[src/rtl/m2ua_hp_pkg.sv]
// Shared types and constants for the M2UA/MTP3 header parser.
package m2ua_hp_pkg;

   localparam int POS_W       = 16;
   localparam int QUEUE_DEPTH = 4;
   localparam int QUEUE_AW    = 2;
   localparam int QUEUE_CW    = 3;

   localparam logic [31:0] M2UA_PPID        = 32'd2;
   localparam logic [15:0] IE_PROTOCOL_DATA = 16'h0300;
   localparam logic [3:0]  SI_ISUP          = 4'h5;
   localparam logic [7:0]  M2UA_VERSION     = 8'h01;
   localparam logic [7:0]  M2UA_CLASS       = 8'h06;
   localparam logic [7:0]  M2UA_TYPE        = 8'h01;
   localparam logic [31:0] HEADER_BYTES     = 32'd8;
   localparam logic [15:0] MTP_HEADER_BYTES = 16'd5;

   localparam logic [3:0] V_ISUP      = 4'd0;
   localparam logic [3:0] V_BAD_PPID  = 4'd1;
   localparam logic [3:0] V_SHORT_HDR = 4'd2;
   localparam logic [3:0] V_VERSION   = 4'd3;
   localparam logic [3:0] V_RESERVED  = 4'd4;
   localparam logic [3:0] V_CLASS     = 4'd5;
   localparam logic [3:0] V_TYPE      = 4'd6;
   localparam logic [3:0] V_LENGTH    = 4'd7;
   localparam logic [3:0] V_OVERRUN   = 4'd8;
   localparam logic [3:0] V_PADDING   = 4'd9;
   localparam logic [3:0] V_NO_DATA   = 4'd10;
   localparam logic [3:0] V_MTP_SHORT = 4'd11;
   localparam logic [3:0] V_NOT_ISUP  = 4'd12;
   localparam logic [3:0] V_BAD_IE    = 4'd13;
   localparam logic [3:0] V_TOO_LONG  = 4'd14;

   typedef enum logic [2:0] {
      PH_IDLE,
      PH_HEADER,
      PH_ELEMENT,
      PH_LABEL,
      PH_DONE
   } phase_type;

   typedef struct packed {
      logic [7:0] data;
      logic       first;
      logic       last;
      logic       ppid_ok;
   } beat_type;

endpackage

[src/rtl/m2ua_hp_front.sv]
// Front end: takes request beats, drops strays outside a message, tags the PPID check.
module m2ua_hp_front
   import m2ua_hp_pkg::*;
(
   input  logic        clock,
   input  logic        reset,
   input  logic        req_valid,
   output logic        req_stall,
   input  logic [7:0]  req_msg_byte,
   input  logic        req_first_byte,
   input  logic        req_last_byte,
   input  logic [31:0] req_payload_protocol,
   input  logic        q_full,
   output logic        q_push,
   output beat_type    q_beat
);

   logic open_ff;
   logic open_in;
   logic accept;

   assign req_stall = q_full;
   assign accept    = req_valid && !q_full;
   assign q_push    = accept && (req_first_byte || open_ff);

   assign q_beat.data    = req_msg_byte;
   assign q_beat.first   = req_first_byte;
   assign q_beat.last    = req_last_byte;
   assign q_beat.ppid_ok = (req_payload_protocol == M2UA_PPID);

   always_comb begin
      open_in = open_ff;
      if (accept) begin
         if (req_first_byte) begin
            open_in = !req_last_byte;
         end else if (req_last_byte) begin
            open_in = 1'b0;
         end
      end
   end

   always_ff @(posedge clock) begin
      if (reset) begin
         open_ff <= 1'b0;
      end else begin
         open_ff <= open_in;
      end
   end

endmodule

[src/rtl/m2ua_hp_queue.sv]
// Short FIFO of classified beats between front end and parser.
module m2ua_hp_queue
   import m2ua_hp_pkg::*;
(
   input  logic     clock,
   input  logic     reset,
   input  logic     push,
   input  beat_type push_beat,
   output logic     full,
   input  logic     pop,
   output logic     head_valid,
   output beat_type head_beat
);

   beat_type              slot_ff [QUEUE_DEPTH];
   logic [QUEUE_AW-1:0]   wr_ptr_ff;
   logic [QUEUE_AW-1:0]   wr_ptr_in;
   logic [QUEUE_AW-1:0]   rd_ptr_ff;
   logic [QUEUE_AW-1:0]   rd_ptr_in;
   logic [QUEUE_CW-1:0]   count_ff;
   logic [QUEUE_CW-1:0]   count_in;
   logic                  do_push;
   logic                  do_pop;

   assign full       = (count_ff == QUEUE_CW'(QUEUE_DEPTH));
   assign head_valid = (count_ff != '0);
   assign head_beat  = slot_ff[rd_ptr_ff];
   assign do_push    = push && !full;
   assign do_pop     = pop && head_valid;

   always_comb begin
      wr_ptr_in = do_push ? wr_ptr_ff + 1'b1 : wr_ptr_ff;
      rd_ptr_in = do_pop ? rd_ptr_ff + 1'b1 : rd_ptr_ff;
      count_in  = count_ff;
      if (do_push && !do_pop) begin
         count_in = count_ff + 1'b1;
      end else if (do_pop && !do_push) begin
         count_in = count_ff - 1'b1;
      end
   end

   always_ff @(posedge clock) begin
      if (reset) begin
         wr_ptr_ff <= '0;
         rd_ptr_ff <= '0;
         count_ff  <= '0;
      end else begin
         wr_ptr_ff <= wr_ptr_in;
         rd_ptr_ff <= rd_ptr_in;
         count_ff  <= count_in;
      end
   end

   always_ff @(posedge clock) begin
      if (do_push) begin
         slot_ff[wr_ptr_ff] <= push_beat;
      end
   end

endmodule

[src/rtl/m2ua_hp_parse.sv]
// Back end: header check, element walk, routing label capture and result register.
module m2ua_hp_parse
   import m2ua_hp_pkg::*;
#(
   parameter int MAX_MESSAGE_BYTES = 65535
)
(
   input  logic        clock,
   input  logic        reset,
   input  logic        head_valid,
   input  beat_type    head_beat,
   output logic        pop,
   output logic        rsp_valid,
   input  logic        rsp_stall,
   output logic [3:0]  rsp_verdict,
   output logic [13:0] rsp_origin_point,
   output logic [13:0] rsp_destination_point,
   output logic [3:0]  rsp_service_indicator,
   output logic [15:0] rsp_payload_offset,
   output logic [15:0] rsp_payload_length
);

   localparam logic [POS_W-1:0] MAX_POS = POS_W'(MAX_MESSAGE_BYTES);

   phase_type        phase_ff, phase_in, phase_n, cur_phase;
   logic [POS_W-1:0] pos_ff, pos_in, pos_n, p;
   logic [31:0]      decl_ff, decl_in, decl_n, cur_decl;
   logic [31:0]      rem_ff, rem_in, rem_n;
   logic [15:0]      next_ff, next_in, next_n;
   logic [15:0]      tag_ff, tag_in, tag_n;
   logic [7:0]       iehi_ff, iehi_in, iehi_n;
   logic [15:0]      lstart_ff, lstart_in, lstart_n;
   logic [15:0]      flen_ff, flen_in, flen_n;
   logic [39:0]      label_ff, label_in, label_n, cur_label;
   logic [3:0]       err_ff, err_in, err_n, cur_err;
   logic             ok_ff, ok_in, cur_ok;

   logic             back_ready, take;
   logic [7:0]       b;
   logic [16:0]      p17, s17;
   logic [15:0]      ie;
   logic [16:0]      iep;
   logic [17:0]      nxt;
   logic [2:0]       k;

   logic [3:0]       verdict;
   logic [3:0]       res_verdict;
   logic [13:0]      res_opc, res_dpc;
   logic [3:0]       res_si;
   logic [15:0]      res_off, res_len;

   logic             rsp_valid_ff, rsp_valid_in;
   logic [3:0]       rsp_verdict_ff;
   logic [13:0]      rsp_opc_ff, rsp_dpc_ff;
   logic [3:0]       rsp_si_ff;
   logic [15:0]      rsp_off_ff, rsp_len_ff;

   assign back_ready = !rsp_valid_ff || !rsp_stall;
   assign pop        = head_valid && back_ready;
   assign take       = pop && (head_beat.first || phase_ff != PH_IDLE);
   assign b          = head_beat.data;

   // one byte step
   always_comb begin
      cur_phase = head_beat.first ? PH_HEADER : phase_ff;
      p         = head_beat.first ? '0 : pos_ff;
      cur_decl  = head_beat.first ? '0 : decl_ff;
      cur_err   = head_beat.first ? V_ISUP : err_ff;
      cur_label = head_beat.first ? '0 : label_ff;

      phase_n  = cur_phase;
      pos_n    = p;
      decl_n   = cur_decl;
      err_n    = cur_err;
      label_n  = cur_label;
      rem_n    = rem_ff;
      next_n   = next_ff;
      tag_n    = tag_ff;
      iehi_n   = iehi_ff;
      lstart_n = lstart_ff;
      flen_n   = flen_ff;

      p17 = {1'b0, p};
      s17 = {1'b0, next_ff};
      ie  = {iehi_ff, b};
      iep = ({1'b0, ie} + 17'd3) & ~17'd3;
      nxt = {2'b0, next_ff} + {1'b0, iep};
      k   = 3'(p - lstart_ff);

      if (p >= MAX_POS) begin
         err_n   = V_TOO_LONG;
         phase_n = PH_DONE;
      end else begin
         pos_n = p + 1'b1;
         unique case (cur_phase)
            PH_HEADER: begin
               if (p == 16'd0 && b != M2UA_VERSION && cur_err == V_ISUP) begin
                  err_n = V_VERSION;
               end
               if (p == 16'd1 && b != 8'd0 && cur_err == V_ISUP) begin
                  err_n = V_RESERVED;
               end
               if (p == 16'd2 && b != M2UA_CLASS && cur_err == V_ISUP) begin
                  err_n = V_CLASS;
               end
               if (p == 16'd3 && b != M2UA_TYPE && cur_err == V_ISUP) begin
                  err_n = V_TYPE;
               end
               if (p >= 16'd4 && p <= 16'd7) begin
                  decl_n = {cur_decl[23:0], b};
               end
               if (p == 16'd7) begin
                  priority if (cur_err != V_ISUP) begin
                     phase_n = PH_DONE;
                  end else if (decl_n < HEADER_BYTES) begin
                     err_n   = V_LENGTH;
                     phase_n = PH_DONE;
                  end else if (decl_n <= HEADER_BYTES + 32'd4) begin
                     err_n   = V_NO_DATA;
                     phase_n = PH_DONE;
                  end else begin
                     next_n  = 16'(HEADER_BYTES);
                     rem_n   = decl_n - HEADER_BYTES;
                     phase_n = PH_ELEMENT;
                  end
               end
            end
            PH_ELEMENT: begin
               if (p17 == s17) begin
                  tag_n[15:8] = b;
               end else if (p17 == s17 + 17'd1) begin
                  tag_n[7:0] = b;
               end else if (p17 == s17 + 17'd2) begin
                  iehi_n = b;
               end else if (p17 == s17 + 17'd3) begin
                  priority if (ie < 16'd4) begin
                     err_n   = V_BAD_IE;
                     phase_n = PH_DONE;
                  end else if ({16'b0, ie} > rem_ff) begin
                     err_n   = V_OVERRUN;
                     phase_n = PH_DONE;
                  end else if (tag_ff == IE_PROTOCOL_DATA) begin
                     if (ie < 16'd4 + MTP_HEADER_BYTES) begin
                        err_n   = V_MTP_SHORT;
                        phase_n = PH_DONE;
                     end else begin
                        lstart_n = next_ff + 16'd4;
                        flen_n   = ie - 16'd4 - MTP_HEADER_BYTES;
                        phase_n  = PH_LABEL;
                     end
                  end else if ({15'b0, iep} > rem_ff) begin
                     err_n   = V_PADDING;
                     phase_n = PH_DONE;
                  end else if ({15'b0, iep} + 32'd4 >= rem_ff) begin
                     err_n   = V_NO_DATA;
                     phase_n = PH_DONE;
                  end else begin
                     next_n = (nxt[17:16] != 2'b0) ? 16'hFFFF : nxt[15:0];
                     rem_n  = rem_ff - {15'b0, iep};
                  end
               end
            end
            PH_LABEL: begin
               unique case (k)
                  3'd0:    label_n[7:0]   = b;
                  3'd1:    label_n[15:8]  = b;
                  3'd2:    label_n[23:16] = b;
                  3'd3:    label_n[31:24] = b;
                  default: label_n[39:32] = b;
               endcase
               if (k == 3'd4) begin
                  err_n   = (cur_label[3:0] == SI_ISUP) ? V_ISUP : V_NOT_ISUP;
                  phase_n = PH_DONE;
               end
            end
            default: begin
            end
         endcase
      end
   end

   // verdict and result fields for a closing beat
   always_comb begin
      cur_ok = head_beat.first ? head_beat.ppid_ok : ok_ff;
      priority if (!cur_ok) begin
         verdict = V_BAD_PPID;
      end else if (err_n == V_TOO_LONG) begin
         verdict = V_TOO_LONG;
      end else if (pos_n < POS_W'(HEADER_BYTES)) begin
         verdict = V_SHORT_HDR;
      end else if (err_n >= V_VERSION && err_n <= V_LENGTH) begin
         verdict = err_n;
      end else if ({16'b0, pos_n} < decl_n) begin
         verdict = V_LENGTH;
      end else if (phase_n == PH_DONE) begin
         verdict = err_n;
      end else begin
         verdict = V_NO_DATA;
      end

      res_verdict = verdict;
      if (verdict == V_ISUP || verdict == V_NOT_ISUP) begin
         res_opc = label_n[35:22];
         res_dpc = label_n[21:8];
         res_si  = label_n[3:0];
         res_off = lstart_ff + MTP_HEADER_BYTES;
         res_len = flen_ff;
      end else begin
         res_opc = '0;
         res_dpc = '0;
         res_si  = '0;
         res_off = '0;
         res_len = '0;
      end
   end

   always_comb begin
      phase_in  = phase_ff;
      pos_in    = pos_ff;
      decl_in   = decl_ff;
      rem_in    = rem_ff;
      next_in   = next_ff;
      tag_in    = tag_ff;
      iehi_in   = iehi_ff;
      lstart_in = lstart_ff;
      flen_in   = flen_ff;
      label_in  = label_ff;
      err_in    = err_ff;
      ok_in     = ok_ff;
      if (take) begin
         phase_in  = head_beat.last ? PH_IDLE : phase_n;
         pos_in    = pos_n;
         decl_in   = decl_n;
         rem_in    = rem_n;
         next_in   = next_n;
         tag_in    = tag_n;
         iehi_in   = iehi_n;
         lstart_in = lstart_n;
         flen_in   = flen_n;
         label_in  = label_n;
         err_in    = err_n;
         ok_in     = cur_ok;
      end
      rsp_valid_in = rsp_valid_ff && rsp_stall;
      if (take && head_beat.last) begin
         rsp_valid_in = 1'b1;
      end
   end

   always_ff @(posedge clock) begin
      if (reset) begin
         phase_ff     <= PH_IDLE;
         pos_ff       <= '0;
         decl_ff      <= '0;
         err_ff       <= V_ISUP;
         ok_ff        <= 1'b0;
         rsp_valid_ff <= 1'b0;
      end else begin
         phase_ff     <= phase_in;
         pos_ff       <= pos_in;
         decl_ff      <= decl_in;
         err_ff       <= err_in;
         ok_ff        <= ok_in;
         rsp_valid_ff <= rsp_valid_in;
      end
   end

   always_ff @(posedge clock) begin
      rem_ff    <= rem_in;
      next_ff   <= next_in;
      tag_ff    <= tag_in;
      iehi_ff   <= iehi_in;
      lstart_ff <= lstart_in;
      flen_ff   <= flen_in;
      label_ff  <= label_in;
      if (take && head_beat.last) begin
         rsp_verdict_ff <= res_verdict;
         rsp_opc_ff     <= res_opc;
         rsp_dpc_ff     <= res_dpc;
         rsp_si_ff      <= res_si;
         rsp_off_ff     <= res_off;
         rsp_len_ff     <= res_len;
      end
   end

   assign rsp_valid             = rsp_valid_ff;
   assign rsp_verdict           = rsp_verdict_ff;
   assign rsp_origin_point      = rsp_opc_ff;
   assign rsp_destination_point = rsp_dpc_ff;
   assign rsp_service_indicator = rsp_si_ff;
   assign rsp_payload_offset    = rsp_off_ff;
   assign rsp_payload_length    = rsp_len_ff;

endmodule

[src/rtl/m2ua_hp_m2ua_mtp3_isup_header_parser.sv]
// Top level of the M2UA/MTP3 ISUP header parser.
module m2ua_mtp3_isup_header_parser
   import m2ua_hp_pkg::*;
#(
   parameter int MAX_MESSAGE_BYTES = 65535
)
(
   input  logic        clock,
   input  logic        reset,
   input  logic        req_valid,
   output logic        req_stall,
   input  logic [7:0]  req_msg_byte,
   input  logic        req_first_byte,
   input  logic        req_last_byte,
   input  logic [31:0] req_payload_protocol,
   output logic        rsp_valid,
   input  logic        rsp_stall,
   output logic [3:0]  rsp_verdict,
   output logic [13:0] rsp_origin_point,
   output logic [13:0] rsp_destination_point,
   output logic [3:0]  rsp_service_indicator,
   output logic [15:0] rsp_payload_offset,
   output logic [15:0] rsp_payload_length
);

   logic     q_full;
   logic     q_push;
   beat_type q_beat;
   logic     q_pop;
   logic     q_valid;
   beat_type q_head;

   m2ua_hp_front u_front (
      .clock                (clock),
      .reset                (reset),
      .req_valid            (req_valid),
      .req_stall            (req_stall),
      .req_msg_byte         (req_msg_byte),
      .req_first_byte       (req_first_byte),
      .req_last_byte        (req_last_byte),
      .req_payload_protocol (req_payload_protocol),
      .q_full               (q_full),
      .q_push               (q_push),
      .q_beat               (q_beat)
   );

   m2ua_hp_queue u_queue (
      .clock      (clock),
      .reset      (reset),
      .push       (q_push),
      .push_beat  (q_beat),
      .full       (q_full),
      .pop        (q_pop),
      .head_valid (q_valid),
      .head_beat  (q_head)
   );

   m2ua_hp_parse #(
      .MAX_MESSAGE_BYTES (MAX_MESSAGE_BYTES)
   ) u_parse (
      .clock                 (clock),
      .reset                 (reset),
      .head_valid            (q_valid),
      .head_beat             (q_head),
      .pop                   (q_pop),
      .rsp_valid             (rsp_valid),
      .rsp_stall             (rsp_stall),
      .rsp_verdict           (rsp_verdict),
      .rsp_origin_point      (rsp_origin_point),
      .rsp_destination_point (rsp_destination_point),
      .rsp_service_indicator (rsp_service_indicator),
      .rsp_payload_offset    (rsp_payload_offset),
      .rsp_payload_length    (rsp_payload_length)
   );

endmodule
[config.mk]
export PLATFORM = sky130hd
export DESIGN_NAME = m2ua_mtp3_isup_header_parser
export DESIGN_NICKNAME = d
export VERILOG_FILES = /design/src/rtl/m2ua_hp_pkg.sv /design/src/rtl/m2ua_hp_front.sv /design/src/rtl/m2ua_hp_queue.sv /design/src/rtl/m2ua_hp_parse.sv /design/src/rtl/m2ua_hp_m2ua_mtp3_isup_header_parser.sv
export SDC_FILE = /design/constraint.sdc
export NUM_CORES = 1
export LEC_CHECK = 0
export BUFFER_PORTS_ARGS = -buffer_cell sky130_fd_sc_hd__buf_2
export CAP_MARGIN = 20
export CELL_PAD_IN_SITES_DETAIL_PLACEMENT = 0
export CELL_PAD_IN_SITES_GLOBAL_PLACEMENT = 2
export CORE_UTILIZATION = 36
export CTS_CLUSTER_SIZE = 16
export DETAILED_ROUTE_END_ITERATION = 16
export GPL_ROUTABILITY_DRIVEN = 0
export PLACE_DENSITY_LB_ADDON = 0.3
export SETUP_SLACK_MARGIN = 0.4
export SYNTH_ARGS = -nofsm -noshare
export SYNTH_HDL_FRONTEND = slang
export SYNTH_SLANG_ARGS = --single-unit
[constraint.sdc]
create_clock -name clock -period 7.6 [get_ports clock]
set_input_delay 0.38 -clock clock [delete_from_list [all_inputs] [get_ports clock]]
set_output_delay 0.38 -clock clock [all_outputs]
set_load 0.1 [all_outputs]
==> flow_summary.toml <==
[die]
dieArea_um2 = 57750
pin_count = 116
die_h_um = 240.3
core-area_um2 = 55630
die_w_um = 240.3
std_cell_rows = 86
start_util_pct = 36.75

[synthesis]
synthCells = 2150
synth_edf_count = 248
ys_types = 88
yosysWarnings = 0
ys_async_sr_fraction_pct = 0
synth_fp_nets = 2298
ys_seq_elements = 315
avgSynthCellArea_um2 = 9.510
synth_area_um2 = 20450
seq_area_frac_synth_pct = 42.98
yosys_most_used_dff = "edfxtp_1"

[critical_path]
critPathArrivalTime_ns = 7.08
worstPathMaxFanout = 65
crit_slowest_cell = "a311oi_1"
cp-end-kind = "flip-flop"
cp.required_ns = 7.88
cp_slowest_stage_delay_ns = 0.60
cpMostUsedCell = "nand2_1"
critPathKind = "flip-flop to flip-flop"
cp-start-kind = "flip-flop"

[placed_design]
placed_cells_incl_taps = 2956
dp_hpwl_mm = 48.86
io_buffers = 115

[global_route]
grt-ovfl-total = 0
antenna_found_initial = 1
grt_pass1_vias = 16490
grt_pass1_wl_mm = 100.8
grtUsageMet3_pct = 3.387
use_met2_pct = 37.02
busiest_layer = "met2"
track_usage_pct = 23.02
grt.met1_usage_pct = 31.68
grt_max_degree = 67

[timing]
max_freq_ghz = 0.1471
min_period_ns = 6.798
rsz0062_at_grt = "false"
final.period_utilization_pct = 89.45
slew_headroom_pct = 28.21
tightestPinTransition_ns = 1.073
tns_ns = 0
hold_viol_final = 0
slew_viol_final = 0
setup_viol = 0
skew_ns = 0.01240

[min_path]
hold_path_class = "input pin to flip-flop"

[route]
first_pass_iters = 7
routed-via-count = 16930
wirelength_mm = 65.74
antenna_left = 0
drc = 0
wire_per_inst_um = 21.74
drtIter0Drc = 1379
vias_per_cell = 5.597

[layout]
final_cell_mix = "edfxtp_1 (248), nand2_1 (229), nor2_1 (201)"
antenna_cells = 0
drive_gt1_share_pct = 15.47
layout_commonest_cell = "edfxtp_1"
fin_cells = 3024
syn_to_final_growth_pct = 13.53
layout.nets = 2397

[clocking]
hold_buffers = 0
cts_buffers = 37
clkTransAtPathRegs_ns = 0.07
cts_tree = "done"
cts.sinks = 315
cts_root_buffer = "clkbuf_16"
htreeDepth = 2
clock_tree.buffer_depth = 3
worstSkewPairLatency_ns = 0.56

[power]
p_leak_nw = 8.323
power_mw = 8.489
irDropWorstVdd_mv = 0.2993
power.density_nw_per_um2 = 365.7

[run_status]
status = "finished clean"

[run]
cap_violations = 0
==> what timing repair did <==
action / 4_1_cts / 5_1_grt
pin swaps: 0 / 2
endpoints found under the setup margin: 65 / 66
resized for setup: 3 / 4
buffers inserted: 0 / 2
gates cloned: 0 / 0
==> cells by family after synthesis <==
| kind of cell | share of synthesized area, % |
|---|---|
| AOI/OAI and AO/OA | 14.63 |
| xor gates and xnor gates | 7.361 |
| adders and majority gates | 6.388 |
| buffers and inverters | 4.234 |
| DFF | 42.98 |
| muxes | 2.637 |
| other | 0.01834 |
| and+or+nand+nor | 21.75 |
==> layout make-up <==
class	instances	area [um^2]
fillers	5427	32420
multi-input cells	1622	10870
flip-flops and latches	315	8793
repair buffers	176	1046
clock buffers	48	1030
well taps	748	935.9
inverters	97	364.1
clock inverters	18	175.2
==> critical path, delay by kind of cell, from the launching register on <==
| kind | cells | cell delay [ns] |
|---|---|---|
| adder cells (fa/ha/maj) | 1 | 0.31 |
| buffers and inverters | 4 | 0.83 |
| flip-flops | 1 | 0.45 |
| AO/OA/AOI/OAI | 8 | 1.94 |
| XOR/XNOR | 2 | 0.32 |
| AND/OR/NAND/NOR | 12 | 2.47 |
| multiplexers | 1 | 0.12 |
==> where the power goes <==
group          switching [mW]  internal [mW]
clock                   0.756           1.03
combinational            2.99           1.23
sequential              0.191           2.29
==> worst paths after layout <==
| check | startpoint | end | slack [ns] | depth (start not counted) |
|---|---|---|---|---|
| worst max-delay path | flip-flop | u_parse.rsp_payload_length[2]$_SDFFCE_PN0P_ | 0.80 | 28 |
| worst min-delay path | req_msg_byte[7] | u_queue.slot_ff[3][10]$_DFFE_PP_ | 0.05 | 1 |
| worst max register to register | flip-flop | u_parse.rsp_payload_length[2]$_SDFFCE_PN0P_ | 0.80 | 28 |
| worst min register to register | u_parse.decl_ff[30]$_SDFFE_PP0P_ | u_parse.decl_ff[30]$_SDFFE_PP0P_ | 0.47 | 2 |
==> per-stage QoR <==
stage	cell area, um^2	setup WS (ns)	hold slack [ns]	utilization, %
2_1_floorplan	20450	0.4829	0.4495	-
3_3_place_gp	21970	0.3627	0.4604	39.49
3_5_place_dp	21970	0.2125	0.4676	39.49
4_1_cts	23180	0.4924	0.02199	41.67
5_1_grt	23210	0.4251	0.03102	41.73
6_report	23210	0.8021	0.04660	41.73
==> state kept, by name (all words and copies together) (netlist names), 16 cells and up, named ones only <==
register and count:
u_parse.rem_ff 32, u_parse.rsp_payload_length 16, u_parse.decl_ff 32, u_queue.slot_ff 44
u_parse.lstart_ff 16, u_parse.next_ff 16, u_parse.rsp_payload_offset 16, u_parse.flen_ff 16
u_parse.tag_ff 16, u_parse.label_ff 32, u_parse.pos_ff 16
==> Yosys cell counts (11+ instances only) <==
library cell | n | area (um^2)
o21a_1 | 11 | 82.58
dfxtp_1 | 67 | 1341
nor3_1 | 67 | 335.3
a211oi_1 | 32 | 240.2
or4_1 | 11 | 82.58
edfxtp_1 | 248 | 7447
nor2_1 | 203 | 762.0
a21o_1 | 26 | 195.2
a22oi_1 | 14 | 105.1
nand3_1 | 73 | 365.4
mux2_2 | 17 | 191.4
o21ai_0 | 101 | 505.5
or3_1 | 16 | 100.1
xnor2_1 | 100 | 875.8
nor3b_2 | 40 | 500.5
inv_1 | 96 | 360.4
xor2_1 | 64 | 560.5
a31oi_1 | 18 | 112.6
ha_1 | 98 | 1226
buf_1 | 17 | 63.81
nand4_1 | 28 | 175.2
nor4_1 | 41 | 256.5
o31ai_1 | 14 | 105.1
buf_2 | 11 | 55.05
or2_2 | 15 | 93.84
nor3b_1 | 17 | 127.6
o211ai_1 | 15 | 112.6
and3_1 | 22 | 137.6
mux2i_1 | 19 | 190.2
clkbuf_1 | 81 | 304.0
nand2_1 | 229 | 859.6
a21oi_1 | 146 | 730.7
==> per-layer routing <==
layer  wire length, um  up-vias
met4              1872        0
met3              3747       93
met5                 0        -
met1             30320     8240
li1                  -     8107
met2             29790      485
Note: power is estimated with default switching activity, not from simulation.
